`config.mk`:
```
export PLATFORM = sky130hd
export DESIGN_NAME = priority_expiry_lru_cache_core_flat
export DESIGN_NICKNAME = d
export VERILOG_FILES = /design/src/hdl/pelc_pkg.sv /design/src/hdl/pelc_if.sv /design/src/hdl/pelc_cell.sv /design/src/hdl/pelc_ctrl.sv /design/src/hdl/priority_expiry_lru_cache_core.sv /design/src/flat_wrapper.sv
export SDC_FILE = /design/constraint.sdc
export NUM_CORES = 2
export LEC_CHECK = 0
export BUFFER_PORTS_ARGS = -buffer_cell sky130_fd_sc_hd__buf_2
export CAP_MARGIN = 15
export CORE_ASPECT_RATIO = 2
export CORE_MARGIN = 2
export CORE_UTILIZATION = 40
export DETAILED_ROUTE_END_ITERATION = 8
export HOLD_SLACK_MARGIN = 0.1
export PLACE_DENSITY = 0.52
export SLEW_MARGIN = 25
export SYNTH_ARGS = -nofsm -noshare
export SYNTH_HDL_FRONTEND = slang
export SYNTH_SLANG_ARGS = --single-unit
```
`constraint.sdc`:
```
create_clock -name clk -period 24 [get_ports clk]
set_input_delay 1.2 -clock clk [delete_from_list [all_inputs] [get_ports clk]]
set_output_delay 1.2 -clock clk [all_outputs]
set_load 0.05 [all_outputs]
```
`src/hdl/pelc_pkg.sv`:
```
// ----------------------------------------------------------------------------
// pelc_pkg
// Shared types and constants for the priority/expiry LRU cache core.
// ----------------------------------------------------------------------------
package pelc_pkg;

	localparam int SLOTS = 16;
	localparam int RW    = $clog2(SLOTS);
	localparam int CW    = $clog2(SLOTS + 1);

	localparam logic [1:0] REQ_GET    = 2'd0;
	localparam logic [1:0] REQ_SET    = 2'd1;
	localparam logic [1:0] REQ_TRIM   = 2'd2;
	localparam logic [1:0] REQ_UNUSED = 2'd3;

	localparam logic [0:0] REG_MAX_ITEMS = 1'b0;

	typedef logic [RW-1:0] rank_t;

	// Victim candidate handed along the cell chain.
	typedef struct packed {
		logic        found;
		logic [31:0] expiry;
		logic [15:0] priority_v;
		rank_t       rank;
		rank_t       slot;
	} cand_t;

	// Broadcast command from the controller to every cell.
	typedef struct packed {
		logic        match_en;
		logic        hit_en;
		logic        insert_en;
		rank_t       insert_slot;
		logic        drop_en;
		rank_t       drop_slot;
		rank_t       drop_rank;
		logic        recent_en;
		rank_t       recent_rank;
		logic        shift_all;
		logic        scan_exp;
		logic        scan_pri;
		logic [31:0] min_exp;
	} cmd_t;

	typedef struct packed {
		logic [1:0]  req_type;
		logic [31:0] req_key;
		logic [31:0] req_value;
		logic [15:0] req_priority;
		logic [31:0] req_expiry;
		logic [31:0] now;
	} req_t;

	typedef struct packed {
		logic        hit;
		logic [31:0] read_value;
		logic [4:0]  evicted_count;
		logic [4:0]  occupancy;
	} rsp_t;

endpackage

```
`src/hdl/pelc_if.sv`:
```
// ----------------------------------------------------------------------------
// pelc_if
// Valid/ready channel carrying one item.
// ----------------------------------------------------------------------------
interface pelc_req_if;
	logic          valid;
	logic          ready;
	pelc_pkg::req_t data;
	modport source (output valid, output data, input ready);
	modport sink   (input valid, input data, output ready);
endinterface

interface pelc_rsp_if;
	logic          valid;
	logic          ready;
	pelc_pkg::rsp_t data;
	modport source (output valid, output data, input ready);
	modport sink   (input valid, input data, output ready);
endinterface

```
`src/hdl/pelc_cell.sv`:
```
// ----------------------------------------------------------------------------
// pelc_cell
// One slot: holds an entry, compares its key, keeps its age rank and merges
// itself into the victim candidate passed from its neighbor, registering the
// merged candidate for the next cell.
// ----------------------------------------------------------------------------
module pelc_cell (
	input  logic              clk,
	input  logic              arst_n,
	input  pelc_pkg::rank_t   idx,
	input  pelc_pkg::cmd_t    cmd,
	input  pelc_pkg::req_t    req,
	input  pelc_pkg::cand_t   cand_in,
	output pelc_pkg::cand_t   cand_out,
	output logic              valid,
	output logic              match,
	output logic [31:0]       data_out,
	output logic [31:0]       expiry_out,
	output pelc_pkg::rank_t   rank_out
);
	logic                valid_q;
	logic [31:0]         key_q;
	logic [31:0]         data_q;
	logic [15:0]         pri_q;
	logic [31:0]         exp_q;
	pelc_pkg::rank_t     rank_q;
	pelc_pkg::cand_t     cand_q;
	pelc_pkg::cand_t     cand_nxt;
	logic                take;

	assign valid      = valid_q;
	assign match      = valid_q && key_q == req.req_key;
	assign data_out   = data_q;
	assign expiry_out = exp_q;
	assign rank_out   = rank_q;
	assign cand_out   = cand_q;

	always_comb begin
		take = 1'b0;
		if (valid_q) begin
			if (cmd.scan_exp) begin
				take = exp_q == cmd.min_exp && (!cand_in.found || rank_q > cand_in.rank);
			end else if (cmd.scan_pri) begin
				take = !cand_in.found || pri_q < cand_in.priority_v ||
					(pri_q == cand_in.priority_v && rank_q > cand_in.rank);
			end
		end
		cand_nxt = cand_in;
		if (take) begin
			cand_nxt.found      = 1'b1;
			cand_nxt.expiry     = exp_q;
			cand_nxt.priority_v = pri_q;
			cand_nxt.rank       = rank_q;
			cand_nxt.slot       = idx;
		end
	end

	always_ff @(posedge clk or negedge arst_n) begin
		if (!arst_n) begin
			cand_q <= '0;
		end else begin
			cand_q <= cand_nxt;
		end
	end

	always_ff @(posedge clk or negedge arst_n) begin
		if (!arst_n) begin
			valid_q <= 1'b0;
		end else begin
			if (cmd.insert_en && cmd.insert_slot == idx) begin
				valid_q <= 1'b1;
				rank_q  <= '0;
				key_q   <= req.req_key;
				data_q  <= req.req_value;
				pri_q   <= req.req_priority;
				exp_q   <= req.req_expiry;
			end else if (valid_q) begin
				if (cmd.shift_all) begin
					rank_q <= rank_q + 1'b1;
				end else if (cmd.recent_en) begin
					if (match) begin
						rank_q <= '0;
						if (cmd.hit_en) begin
							key_q  <= req.req_key;
							data_q <= req.req_value;
							pri_q  <= req.req_priority;
							exp_q  <= req.req_expiry;
						end
					end else if (rank_q < cmd.recent_rank) begin
						rank_q <= rank_q + 1'b1;
					end
				end else if (cmd.drop_en) begin
					if (cmd.drop_slot == idx) begin
						valid_q <= 1'b0;
					end else if (rank_q > cmd.drop_rank) begin
						rank_q <= rank_q - 1'b1;
					end
				end
			end
		end
	end

endmodule

```
`src/hdl/pelc_ctrl.sv`:
```
// ----------------------------------------------------------------------------
// pelc_ctrl
// Request sequencer: lookup, insert, then one victim per eviction round
// (expiry min pass, then tie/priority pass over the cell chain).
// ----------------------------------------------------------------------------
module pelc_ctrl (
	input  logic                          clk,
	input  logic                          arst_n,
	input  logic [3:0]                    max_items,
	pelc_req_if.sink                      req_ch,
	pelc_rsp_if.source                    rsp_ch,
	output pelc_pkg::cmd_t                cmd,
	output pelc_pkg::req_t                req,
	input  logic [pelc_pkg::SLOTS-1:0]    valid_v,
	input  logic [pelc_pkg::SLOTS-1:0]    match_v,
	input  logic [31:0]                   data_v [pelc_pkg::SLOTS],
	input  logic [31:0]                   exp_v [pelc_pkg::SLOTS],
	input  pelc_pkg::cand_t               chain_end,
	input  pelc_pkg::rank_t               match_rank
);
	localparam logic [2:0] ST_IDLE = 3'd0;
	localparam logic [2:0] ST_LOOK = 3'd1;
	localparam logic [2:0] ST_CHK  = 3'd2;
	localparam logic [2:0] ST_MIN  = 3'd3;
	localparam logic [2:0] ST_PICK = 3'd4;
	localparam logic [2:0] ST_DROP = 3'd5;
	localparam logic [2:0] ST_RSP  = 3'd6;

	logic [2:0]             state_q;
	pelc_pkg::req_t         req_q;
	pelc_pkg::rsp_t         rsp_q;
	logic [4:0]             ev_q;
	logic                   forced_q;
	logic [31:0]            minexp_q;
	logic                   expired_q;
	pelc_pkg::rank_t        idx_q;
	logic [pelc_pkg::CW-1:0] occ;
	logic                   any_match;
	pelc_pkg::rank_t        match_slot, free_slot;
	logic                   over;

	assign req          = req_q;
	assign req_ch.ready = state_q == ST_IDLE;
	assign rsp_ch.valid = state_q == ST_RSP;
	assign rsp_ch.data  = rsp_q;
	assign any_match    = |match_v;
	assign over         = forced_q ? (occ >= pelc_pkg::CW'(pelc_pkg::SLOTS))
		: (occ > pelc_pkg::CW'(max_items));

	always_comb begin
		occ = '0;
		match_slot = '0;
		free_slot = '0;
		for (int i = pelc_pkg::SLOTS - 1; i >= 0; i--) begin
			occ = occ + pelc_pkg::CW'(valid_v[i]);
			if (match_v[i]) match_slot = pelc_pkg::rank_t'(i);
			if (!valid_v[i]) free_slot = pelc_pkg::rank_t'(i);
		end
	end

	always_comb begin
		cmd = '0;
		cmd.min_exp = minexp_q;
		cmd.recent_rank = match_rank;
		cmd.insert_slot = free_slot;
		cmd.drop_slot = chain_end.slot;
		cmd.drop_rank = chain_end.rank;
		case (state_q)
			ST_LOOK: begin
				if ((req_q.req_type == pelc_pkg::REQ_GET ||
					req_q.req_type == pelc_pkg::REQ_SET) && any_match) begin
					cmd.recent_en = 1'b1;
					cmd.hit_en = req_q.req_type == pelc_pkg::REQ_SET;
				end else if (req_q.req_type == pelc_pkg::REQ_SET && !forced_q &&
					occ < pelc_pkg::CW'(pelc_pkg::SLOTS)) begin
					cmd.insert_en = 1'b1;
					cmd.shift_all = 1'b1;
				end
			end
			ST_PICK: begin
				cmd.scan_exp = expired_q;
				cmd.scan_pri = !expired_q;
			end
			ST_DROP: cmd.drop_en = 1'b1;
			default: ;
		endcase
	end

	// shift_all and insert in the same cycle: the inserted cell takes insert first.
	always_ff @(posedge clk or negedge arst_n) begin
		if (!arst_n) begin
			state_q  <= ST_IDLE;
			forced_q <= 1'b0;
		end else begin
			case (state_q)
				ST_IDLE: begin
					if (req_ch.valid) begin
						req_q    <= req_ch.data;
						ev_q     <= '0;
						rsp_q    <= '0;
						forced_q <= 1'b0;
						state_q  <= ST_LOOK;
					end
				end
				ST_LOOK: begin
					if (req_q.req_type == pelc_pkg::REQ_GET) begin
						if (any_match) begin
							rsp_q.hit <= 1'b1;
							rsp_q.read_value <= data_v[match_slot];
						end
						state_q <= ST_CHK;
						forced_q <= 1'b0;
					end else if (req_q.req_type == pelc_pkg::REQ_SET && !any_match &&
						!forced_q && occ >= pelc_pkg::CW'(pelc_pkg::SLOTS)) begin
						forced_q <= 1'b1;
						state_q  <= ST_CHK;
					end else begin
						forced_q <= 1'b0;
						state_q  <= ST_CHK;
					end
				end
				ST_CHK: begin
					if (req_q.req_type == pelc_pkg::REQ_GET ||
						req_q.req_type == pelc_pkg::REQ_UNUSED || !over) begin
						state_q <= forced_q ? ST_LOOK : ST_RSP;
						forced_q <= 1'b0;
						rsp_q.evicted_count <= ev_q;
						rsp_q.occupancy <= 5'(occ);
					end else begin
						idx_q <= '0;
						minexp_q <= 32'hFFFFFFFF;
						state_q <= ST_MIN;
					end
				end
				ST_MIN: begin
					if (valid_v[idx_q] && exp_v[idx_q] < minexp_q) minexp_q <= exp_v[idx_q];
					if (idx_q == pelc_pkg::rank_t'(pelc_pkg::SLOTS - 1)) begin
						idx_q <= '0;
						expired_q <= ((valid_v[idx_q] && exp_v[idx_q] < minexp_q)
							? exp_v[idx_q] : minexp_q) <= req_q.now;
						state_q <= ST_PICK;
					end else begin
						idx_q <= idx_q + 1'b1;
					end
				end
				// candidate ripples one cell per cycle down the registered chain
				ST_PICK: begin
					if (idx_q == pelc_pkg::rank_t'(pelc_pkg::SLOTS - 1)) begin
						idx_q <= '0;
						state_q <= ST_DROP;
					end else begin
						idx_q <= idx_q + 1'b1;
					end
				end
				ST_DROP: begin
					ev_q <= ev_q + 1'b1;
					state_q <= ST_CHK;
				end
				ST_RSP: begin
					if (rsp_ch.ready) state_q <= ST_IDLE;
				end
				default: state_q <= ST_IDLE;
			endcase
		end
	end

endmodule

```
`src/hdl/priority_expiry_lru_cache_core.sv`:
```
// ----------------------------------------------------------------------------
// priority_expiry_lru_cache_core
// Key-value cache with LRU order, priority and expiry based eviction.
// ----------------------------------------------------------------------------
// Channels: req (valid/ready) takes one item with type, key, value, priority,
// expiry and current time; rsp (valid/ready) returns hit, value, evicted count
// and occupancy. One item is in work at a time; req.ready is high only idle.
// Without eviction an item is looked up and checked before its result is
// offered. Each eviction adds a round: an expiry min scan of one slot per
// cycle, the victim rippling down the registered cell chain, a drop and a
// recheck. A set of a new key into a full table adds one such round plus a
// repeated lookup before its insert.
// max_items is written over the APB port at address 0; the user must write
// it only while idle, the block itself does not enforce this.
// Reset empties the table and clears max_items. A stalled rsp holds its item
// and no new request is taken until it is delivered.
// ----------------------------------------------------------------------------
module priority_expiry_lru_cache_core (
	input  logic        clk,
	input  logic        arst_n,
	pelc_req_if.sink    req,
	pelc_rsp_if.source  rsp,
	input  logic        psel,
	input  logic        penable,
	input  logic        pwrite,
	input  logic [0:0]  paddr,
	input  logic [31:0] pwdata,
	output logic [31:0] prdata,
	output logic        pready
);
	logic [3:0]                     max_items_q;
	pelc_pkg::cmd_t                 cmd;
	pelc_pkg::req_t                 req_q;
	pelc_pkg::cand_t                chain [pelc_pkg::SLOTS+1];
	logic [pelc_pkg::SLOTS-1:0]     valid_v, match_v;
	logic [31:0]                    data_v [pelc_pkg::SLOTS];
	logic [31:0]                    exp_v [pelc_pkg::SLOTS];
	pelc_pkg::rank_t                rank_v [pelc_pkg::SLOTS];
	pelc_pkg::rank_t                match_rank;

	assign pready = 1'b1;
	assign prdata = (paddr == pelc_pkg::REG_MAX_ITEMS) ? {28'd0, max_items_q} : 32'd0;

	always_ff @(posedge clk or negedge arst_n) begin
		if (!arst_n) begin
			max_items_q <= '0;
		end else if (psel && penable && pwrite && paddr == pelc_pkg::REG_MAX_ITEMS) begin
			max_items_q <= pwdata[3:0];
		end
	end

	assign chain[0] = '0;

	// keys are unique, so at most one cell matches
	always_comb begin
		match_rank = '0;
		for (int i = 0; i < pelc_pkg::SLOTS; i++)
			if (match_v[i]) match_rank = rank_v[i];
	end

	for (genvar g = 0; g < pelc_pkg::SLOTS; g++) begin : g_cell
		pelc_cell u_cell (
			.clk(clk), .arst_n(arst_n), .idx(pelc_pkg::rank_t'(g)), .cmd(cmd),
			.req(req_q), .cand_in(chain[g]), .cand_out(chain[g+1]),
			.valid(valid_v[g]), .match(match_v[g]), .data_out(data_v[g]),
			.expiry_out(exp_v[g]), .rank_out(rank_v[g])
		);
	end

	pelc_ctrl u_ctrl (
		.clk(clk), .arst_n(arst_n), .max_items(max_items_q), .req_ch(req), .rsp_ch(rsp),
		.cmd(cmd), .req(req_q), .valid_v(valid_v), .match_v(match_v), .data_v(data_v),
		.exp_v(exp_v), .chain_end(chain[pelc_pkg::SLOTS]), .match_rank(match_rank)
	);

endmodule
```
`src/flat_wrapper.sv`:
```
// flat-port wrapper written by rule: the top's interface ports become plain ports
module priority_expiry_lru_cache_core_flat 
  (clk, arst_n, psel, penable, pwrite, paddr, pwdata, prdata, pready, req_valid, req_data, req_ready, rsp_valid, rsp_data, rsp_ready);
  pelc_req_if req_i ();
  pelc_rsp_if rsp_i ();
  input  logic clk;
  input  logic arst_n;
  input  logic psel;
  input  logic penable;
  input  logic pwrite;
  input  logic [0:0] paddr;
  input  logic [31:0] pwdata;
  output logic [31:0] prdata;
  output logic pready;
  input wire logic [$bits(req_i.valid)-1:0] req_valid;
  input wire logic [$bits(req_i.data)-1:0] req_data;
  output wire logic [$bits(req_i.ready)-1:0] req_ready;
  output wire logic [$bits(rsp_i.valid)-1:0] rsp_valid;
  output wire logic [$bits(rsp_i.data)-1:0] rsp_data;
  input wire logic [$bits(rsp_i.ready)-1:0] rsp_ready;
  assign req_i.valid = req_valid;
  assign req_i.data = req_data;
  assign req_ready = req_i.ready;
  assign rsp_valid = rsp_i.valid;
  assign rsp_data = rsp_i.data;
  assign rsp_i.ready = rsp_ready;
  priority_expiry_lru_cache_core u_core (.clk(clk), .arst_n(arst_n), .req(req_i), .rsp(rsp_i), .psel(psel), .penable(penable), .pwrite(pwrite), .paddr(paddr), .pwdata(pwdata), .prdata(prdata), .pready(pready));
endmodule
```
# Word-level counts from Yosys, hierarchy flattened
# Index checks and enable logic that the tools add are counted.
[classes] reduce_logical=241 bitwise=3 n_lt_le_gt_ge=70 eq_ne=110 add_sub_neg=49 mux=705
[ops] operator="two-way mux 32 bit" count=249
[ops] operator="two-way mux 16 bit" count=81
[ops] operator="equality test 32 bit" count=32
[ops] operator="two-way mux 57 bit" count=15
[ops] operator="two-way mux 4 bit" count=179
[ops] operator="binary-select mux 32 bit (select 4 bit)" count=2
[ops] operator="equality test 16 bit" count=15
[ops] operator="less-than comparator 16 bit" count=15
[ops] operator="two-way mux 1 bit" count=157
[ops] operator="nonzero test 2 bit" count=69
[ops] operator="greater-than comparator 4 bit" count=31
[ops] operator="AND reduction 6 bit" count=16
[ops] operator="logical AND 1 bit" count=72
[ops] operator="adder 4 x 1 -> 4 bit, second input constant" count=17
[ops] operator="equality test 4 bit, second input constant" count=17
[ops] operator="two-way mux 33 bit" count=2
[ops] operator="one-hot mux 33 bit (2 select lines)" count=1
[ops] operator="less-than comparator 4 bit" count=16
[ops] operator="one-hot mux 32 bit (2 select lines)" count=1
[ops] operator="subtractor 4 x 1 -> 4 bit, second input constant" count=16
[ops] operator="adder 5 x 1 -> 5 bit" count=11
[ops] operator="logical OR 1 bit" count=48
[ops] operator="!= test 2 bit, second input constant" count=23
[ops] operator="two-way mux 43 bit" count=1
[ops] operator="other kinds (43)" count=92
[totals] elab_cells=1367 reg_bits=2942 output_inout_bits=78

# Logic depth before layout (Yosys ltp)
[depth] depth_word=26 mapped_depth=32 mapped_depth_nobuf=27

# Cells and area by module
# Synthesis repeated with hierarchy kept, for this count alone.
[hier_totals] hier_cells=9388 hier_area_um2=140292.1
[modules_own_cells] mod="pelc_cell at u_core.g_cell[0].u_cell ..." seq_area_each_um2=4934.7 cells_each=483 area_per_inst_um2=7473.4 instances=12
[modules_own_cells] mod="pelc_cell at u_core.g_cell[6].u_cell ..." seq_area_each_um2=4934.7 cells_each=488 area_per_inst_um2=7656.1 instances=4
[modules_own_cells] mod="pelc_ctrl" seq_area_each_um2=7036.7 cells_each=1491 area_per_inst_um2=18943.2 instances=1
[modules_own_cells] mod="priority_expiry_lru_cache_core" seq_area_each_um2=100.1 cells_each=149 area_per_inst_um2=1043.5 instances=1

# Worst setup path before layout
# Ideal clock, no wire load.
[synth_path] kind="register to register" from="reg u_core.g_cell[10].u_cell.valid_q" to="reg u_core.g_cell[13].u_cell.data_q[0] (enable)" arrival_time_ns=9.760 slack_ns=13.644 required_time_ns=23.404 stages_incl_launch_ff=18 period_less_slack_ns=10.356 n_path_buf=2 path_cell_list="dfrtp_1 clkbuf_1 inv_1 fa_1 fa_1 fa_1 fa_1 inv_1 ha_1 fa_1 a21o_1 nand2_1 nand4_1 or3_1 clkbuf_1 nor3_1 a41oi_1 nor2b_1"
[synth_via] elab_chain_cells=19 elab_cells_between_ends=42 classes_between="add/sub (11); order compare (1); eq/ne (2); mux (18); reduce/logical (10)"
[synth_lines] element="start: declaration" line_no="pelc_cell.sv:21" text="logic valid_q;"
[synth_lines] element="start signal: assignment" line_no="pelc_cell.sv:68" text="valid_q <= 1'b0;"
[synth_lines] element="start signal: assignment" line_no="pelc_cell.sv:71" text="valid_q <= 1'b1;"
[synth_lines] element="start signal: assignment" line_no="pelc_cell.sv:94" text="valid_q <= 1'b0;"
[synth_lines] element="adder 5 x 1 -> 5 bit (11 in a row)" line_no="pelc_ctrl.sv:55" text="occ = occ + pelc_pkg::CW'(valid_v[i]);"
[synth_lines] element="less-than comparator 5 bit" line_no="pelc_ctrl.sv:75" text="occ < pelc_pkg::CW'(pelc_pkg::SLOTS)) begin"
[synth_lines] element="logical AND 1 bit" line_no="pelc_ctrl.sv:74" text="end else if (req_q.req_type == pelc_pkg::REQ_SET && !forced_q &&"
[synth_lines] element="two-way mux 1 bit" line_no="pelc_ctrl.sv:74"
[synth_lines] element="two-way mux 1 bit" line_no="pelc_ctrl.sv:70" text="if ((req_q.req_type == pelc_pkg::REQ_GET ||"
[synth_lines] element="two-way mux 2 bit" line_no="pelc_ctrl.sv:68" text="case (state_q)"
[synth_lines] element="logical AND 1 bit" line_no="pelc_cell.sv:70" text="if (cmd.insert_en && cmd.insert_slot == idx) begin"
[synth_lines] element="!= test 2 bit (no line) or nonzero test 2 bit (tied branches)"
[synth_lines] element="AND reduction 6 bit (no line) *"
[synth_lines] element="end signal: assignment" line_no="pelc_cell.sv:74" text="data_q <= req.req_value;"
[synth_lines] element="end signal: assignment" line_no="pelc_cell.sv:85" text="data_q <= req.req_value;"
[synth_lines] element="end: declaration" line_no="pelc_cell.sv:23" text="logic [31:0] data_q;"
# Every way passes the cells marked *; elsewhere a longest branch is shown, timed or not.
# A chain may end at the register's enable or synchronous reset.

# Final worst setup path
[layout_path] from="reg u_core.g_cell[8].u_cell.valid_q" to="reg u_core.g_cell[13].u_cell.data_q[18] (enable)"
[layout_via] elab_chain_cells=17 elab_cells_between_ends=38 classes_between="add/sub (9); order compare (1); eq/ne (2); mux (16); reduce/logical (10)"
[layout_lines] element="start: declaration" line_no="pelc_cell.sv:21"
[layout_lines] element="start signal: assignment" line_no="pelc_cell.sv:68"
[layout_lines] element="start signal: assignment" line_no="pelc_cell.sv:71"
[layout_lines] element="start signal: assignment" line_no="pelc_cell.sv:94"
[layout_lines] element="adder 5 x 1 -> 5 bit (9 in a row)" line_no="pelc_ctrl.sv:55"
[layout_lines] element="less-than comparator 5 bit" line_no="pelc_ctrl.sv:75"
[layout_lines] element="logical AND 1 bit" line_no="pelc_ctrl.sv:74"
[layout_lines] element="two-way mux 1 bit" line_no="pelc_ctrl.sv:74"
[layout_lines] element="two-way mux 1 bit" line_no="pelc_ctrl.sv:70"
[layout_lines] element="two-way mux 2 bit" line_no="pelc_ctrl.sv:68"
[layout_lines] element="logical AND 1 bit" line_no="pelc_cell.sv:70"
[layout_lines] element="!= test 2 bit (no line) or nonzero test 2 bit (tied branches)"
[layout_lines] element="AND reduction 6 bit (no line) *"
# Marks and branches as above.

==> parameters.txt <==
Parameter                              Value

Status
  Result of the run    finished clean

Critical path
  Delay of the slowest cell on the worst path    0.81 ns
  Slowest cell on crit path    sky130_fd_sc_hd__nor2b_4
  Critical Path, Cell by Cell    inv_1, fa_1, fa_1, fa_1, fa_1, inv_1, ha_1, fa_1, a21o_1, nand2_1, nand4_1, or3_1, buf_4, nor3_2, a41oi_1, nor2b_4, buf_4, buf_4, buf_4
  Crit path buffers/inverters    6
  Data arrival, critical path    about 10 ns
  Setup slack, reg-to-reg    14.30 ns
  Startpoint type of the worst setup path    flop
  Kind of cell adding the most delay to the critical path    adder cells
  Most frequent CP cell    sky130_fd_sc_hd__fa_1
  Kind of end point of the critical path    flop
  Worst setup path class    reg -> reg
  Maximum net fanout on the critical path    36
  Critical path required time    between 20 and 25 ns

Logic synthesis
  Combined area of all synthesized cells    0.119 mm2
  Most frequent cells after synthesis    sky130_fd_sc_hd__edfxtp_1, sky130_fd_sc_hd__xnor2_1, sky130_fd_sc_hd__ha_1
  Synth warn    0
  Average cell area after synthesis    14.1 um2
  Post-synthesis cell type with the largest combined area    sky130_fd_sc_hd__edfxtp_1
  Part of the Yosys area used for sequential elements    0.610
  Area share of the largest cell type after synthesis    0.528
  Most common cell in the synthesized netlist    sky130_fd_sc_hd__edfxtp_1
  Seq cells post-synth    2,479
  Ys flop type    sky130_fd_sc_hd__edfxtp_1
  Async set-or-reset flop fraction in the synthesized netlist    0.158
  Yosys cell types    99
  Mapped Cells    8,428
  Largest cells by area after synthesis    sky130_fd_sc_hd__edfxtp_1, sky130_fd_sc_hd__dfrtp_1, sky130_fd_sc_hd__ha_1
  Number of flops mapped to enable cells by yosys    2,087

STA
  Post-layout min period    9.70 ns
  Worst-case hold slack    approximately 0.27 ns
  Final setup violation count    0
  TNS Setup    0 ns
  Number of max-slew violations in the final report    0
  Relative slew slack    0.151
  Transition time of the tightest slew-check pin    1.27 ns
  Final worst-path cycle share    0.404
  Number of hold violations in the final report    0
  Clock tree skew after final layout    0.0851 ns
  Setup repair after global routing missed its margin    false
  Fmax    103 MHz

Layout
  Final Util    0.449
  Nets    9,475
  Count of fill cells added during filler insertion    26,500
  Multi-input logic area    ~0.043 mm2
  Area added between synthesis and finish    11.9%
  Storage cell area    approximately 0.072 mm2
  Share of layout cells above drive strength 1    0.161

Floorplanning
  Ports    264
  Die Y    775 um
  Die width    389 um
  Die Outline Area    0.302 mm2
  Number of placement rows    283
  Core region area    0.296 mm2
  Starting Density    0.401

Detailed routing
  DRC viols    0
  First DRT Iteration DRCs    5,679
  Vias    74,300
  Number of optimization iterations in the first detailed-route pass    6
  Aggregate routed wire length    431,000 um
  Mean routed wirelength per cell    33.7 um
  Ratio of routed vias to standard cells    5.80
  Residual antenna-violating net count after detailed routing    0

CTS
  Clock Sinks    approximately 2,500
  Hold buffer count at cts    0
  Worst-case clock buffer depth    4
  Worst-path clk slew    approximately 0.070 ns
  Clock tree root driver cell    sky130_fd_sc_hd__clkbuf_16
  # H-tree levels    4
  CTS tree    built
  Source-to-sink clock delay at the later pin of the worst-skew pair    0.94 ns
  Inserted Clock Buffers    232
  Number of setup buffers added after CTS    0
  Post-cts resize count    0

Global route
  Maximum number of pins on one net before global-route repair    131
  Aggregate global-route resource usage    0.283
  Number of antenna violations at the first check in global routing    15
  Global-route wire length before repair    597,000 um
  Via count of the first global-routing pass    78,200
  Global route overflow    0

Power
  Sum of internal, switching and leakage power    around 10 mW
  Highest ir drop seen on vdd    0.0756 mV
  Leak Pwr    between 40 and 50 nW
  Power density normalized to cell area    roughly 75 mW/mm2

Hold path
  Path category of the worst min-delay check    in -> async

Place
  Count of port buffers added during placement    206
  Final weighted congestion in routability-driven placement    1.04
  Post-detail-place hpwl    307,000 um

Job
  Max Cap Viol    0
through the flow:
stage	worst slack, ns	cell area, um2	cells
6_report	14.30	133000	12800
5_1_grt	14.16	133000	12800
4_1_cts	14.53	133000	12800
3_5_place_dp	14.51	125000	12400
3_3_place_gp	14.19	125000	12400
2_1_floorplan	13.64	119000	8455
report_power, final:
group / leakage [nW] / internal (mW) / switching (mW) / total, mW
logic: 20.7 / 0.453 / 0.842 / 1.29
clock network: 3.65 / 2.08 / 1.71 / 3.79
registers: 24.2 / 4.80 / 0.140 / 4.94
state kept, by name (all words and copies together) (netlist names), 4 cells and up:
register / flops
u_core.u_ctrl.idx_q: 4
u_core.g_cell.u_cell.rank_out: 64
u_core.g_cell.u_cell.pri_q: 256
u_core.g_cell.u_cell.data_out: 512
u_core.g_cell.u_cell.valid: 16
u_core.max_items_q: 4
u_core.u_ctrl.ev_q: 5
u_core.u_ctrl.req: 146
u_core.u_ctrl.rsp_ch.data: 43
u_core.g_cell.u_cell.cand_out: 368
u_core.u_ctrl.minexp_q: 32
u_core.g_cell.u_cell.expiry_out: 512
u_core.g_cell.u_cell.key_q: 512
layout by cell type (no fill, tap or decap), types with 44 or more instances in the layout:
| cell | count |
|---|---|
| sky130_fd_sc_hd__buf_2 | 206 |
| sky130_fd_sc_hd__and2_1 | 47 |
| sky130_fd_sc_hd__edfxtp_1 | 2087 |
| sky130_fd_sc_hd__nor2_1 | 150 |
| sky130_fd_sc_hd__nand3_1 | 102 |
| sky130_fd_sc_hd__o22ai_1 | 78 |
| sky130_fd_sc_hd__o21ai_0 | 216 |
| sky130_fd_sc_hd__inv_1 | 478 |
| sky130_fd_sc_hd__clkinv_1 | 45 |
| sky130_fd_sc_hd__nor2b_1 | 109 |
| sky130_fd_sc_hd__nand2_1 | 255 |
| sky130_fd_sc_hd__mux2_2 | 330 |
| sky130_fd_sc_hd__ha_1 | 522 |
| sky130_fd_sc_hd__clkbuf_16 | 233 |
| sky130_fd_sc_hd__a21o_1 | 52 |
| sky130_fd_sc_hd__buf_4 | 225 |
| sky130_fd_sc_hd__a21oi_1 | 187 |
| sky130_fd_sc_hd__or2_2 | 45 |
| sky130_fd_sc_hd__o21a_1 | 86 |
| sky130_fd_sc_hd__or3_1 | 56 |
| sky130_fd_sc_hd__dfrtp_1 | 392 |
| sky130_fd_sc_hd__clkbuf_1 | 44 |
| sky130_fd_sc_hd__mux4_2 | 165 |
| sky130_fd_sc_hd__nor3_1 | 82 |
| sky130_fd_sc_hd__nand2b_1 | 218 |
| sky130_fd_sc_hd__nand4_1 | 321 |
| sky130_fd_sc_hd__nor4_1 | 163 |
| sky130_fd_sc_hd__mux2i_1 | 279 |
| sky130_fd_sc_hd__xnor2_1 | 550 |
| sky130_fd_sc_hd__xor2_1 | 437 |
| sky130_fd_sc_hd__a211oi_1 | 47 |
| sky130_fd_sc_hd__o211ai_1 | 73 |
cells by family (layout without fill, tap and decap cells):
logic type | count (synthesis) | in the layout | share of synthesized area
AO/OA/AOI/OAI | 1062 | 1062 | 0.0607
XOR/XNOR | 1000 | 1000 | 0.0740
flip-flops | 2479 | 2479 | 0.610
AND/OR/NAND/NOR | 1725 | 1725 | 0.0819
multiplexers | 777 | 777 | 0.0864
adder cells (fa/ha/maj) | 532 | 532 | 0.0567
buffers and inverters | 851 | 1340 | 0.0302
other | 2 | 38 | 0.0000632
layer usage:
metal  track usage  up-vias  part of all wire
met5             0        -          0.000093
met4         0.251        6              0.11
met3        0.0398     1207             0.047
met2         0.515     2610              0.52
met1         0.278    38100              0.33
li1              -    32400                 -
worst paths after layout:
path | start | endpoint | cells past startpoint
worst min-delay path | arst_n | u_core.g_cell[8].u_cell.cand_out[0] | 1
max in group asynchronous | arst_n | u_core.g_cell[14].u_cell.cand_out[14] | 6
min in group clk | req_data[131] | u_core.u_ctrl.req[131] | 1
worst min register to register | u_core.g_cell[4].u_cell.cand_out[2] | u_core.g_cell[5].u_cell.cand_out[2] | 1
worst max register to register | u_core.g_cell[8].u_cell.valid | u_core.g_cell[13].u_cell.data_out[18] | 19
worst max-delay path | u_core.g_cell[8].u_cell.valid | u_core.g_cell[13].u_cell.data_out[18] | 19
worst reg2reg max path, delay by kind of cell (launching register included):
| kind | cells | cell delay [ns] |
|---|---|---|
| compound gates | 2 | 0.35 |
| fa+ha+maj | 6 | 2.80 |
| buf+inv | 6 | 2.66 |
| flops | 1 | 0.67 |
| simple gates | 5 | 2.77 |
cell type report:
cell class / count / share of cell area
Antenna cell: 9 / 0.000169
Clock buffer: 293 / 0.0467
Clock inverter: 128 / 0.00982
Inverter: 482 / 0.0136
Multi-Input combinational cell: 5125 / 0.327
Sequential cell: 2479 / 0.545
Tap cell: 3847 / 0.0362
Timing Repair Buffer: 437 / 0.0213
Power figures use the tool's default switching activity.
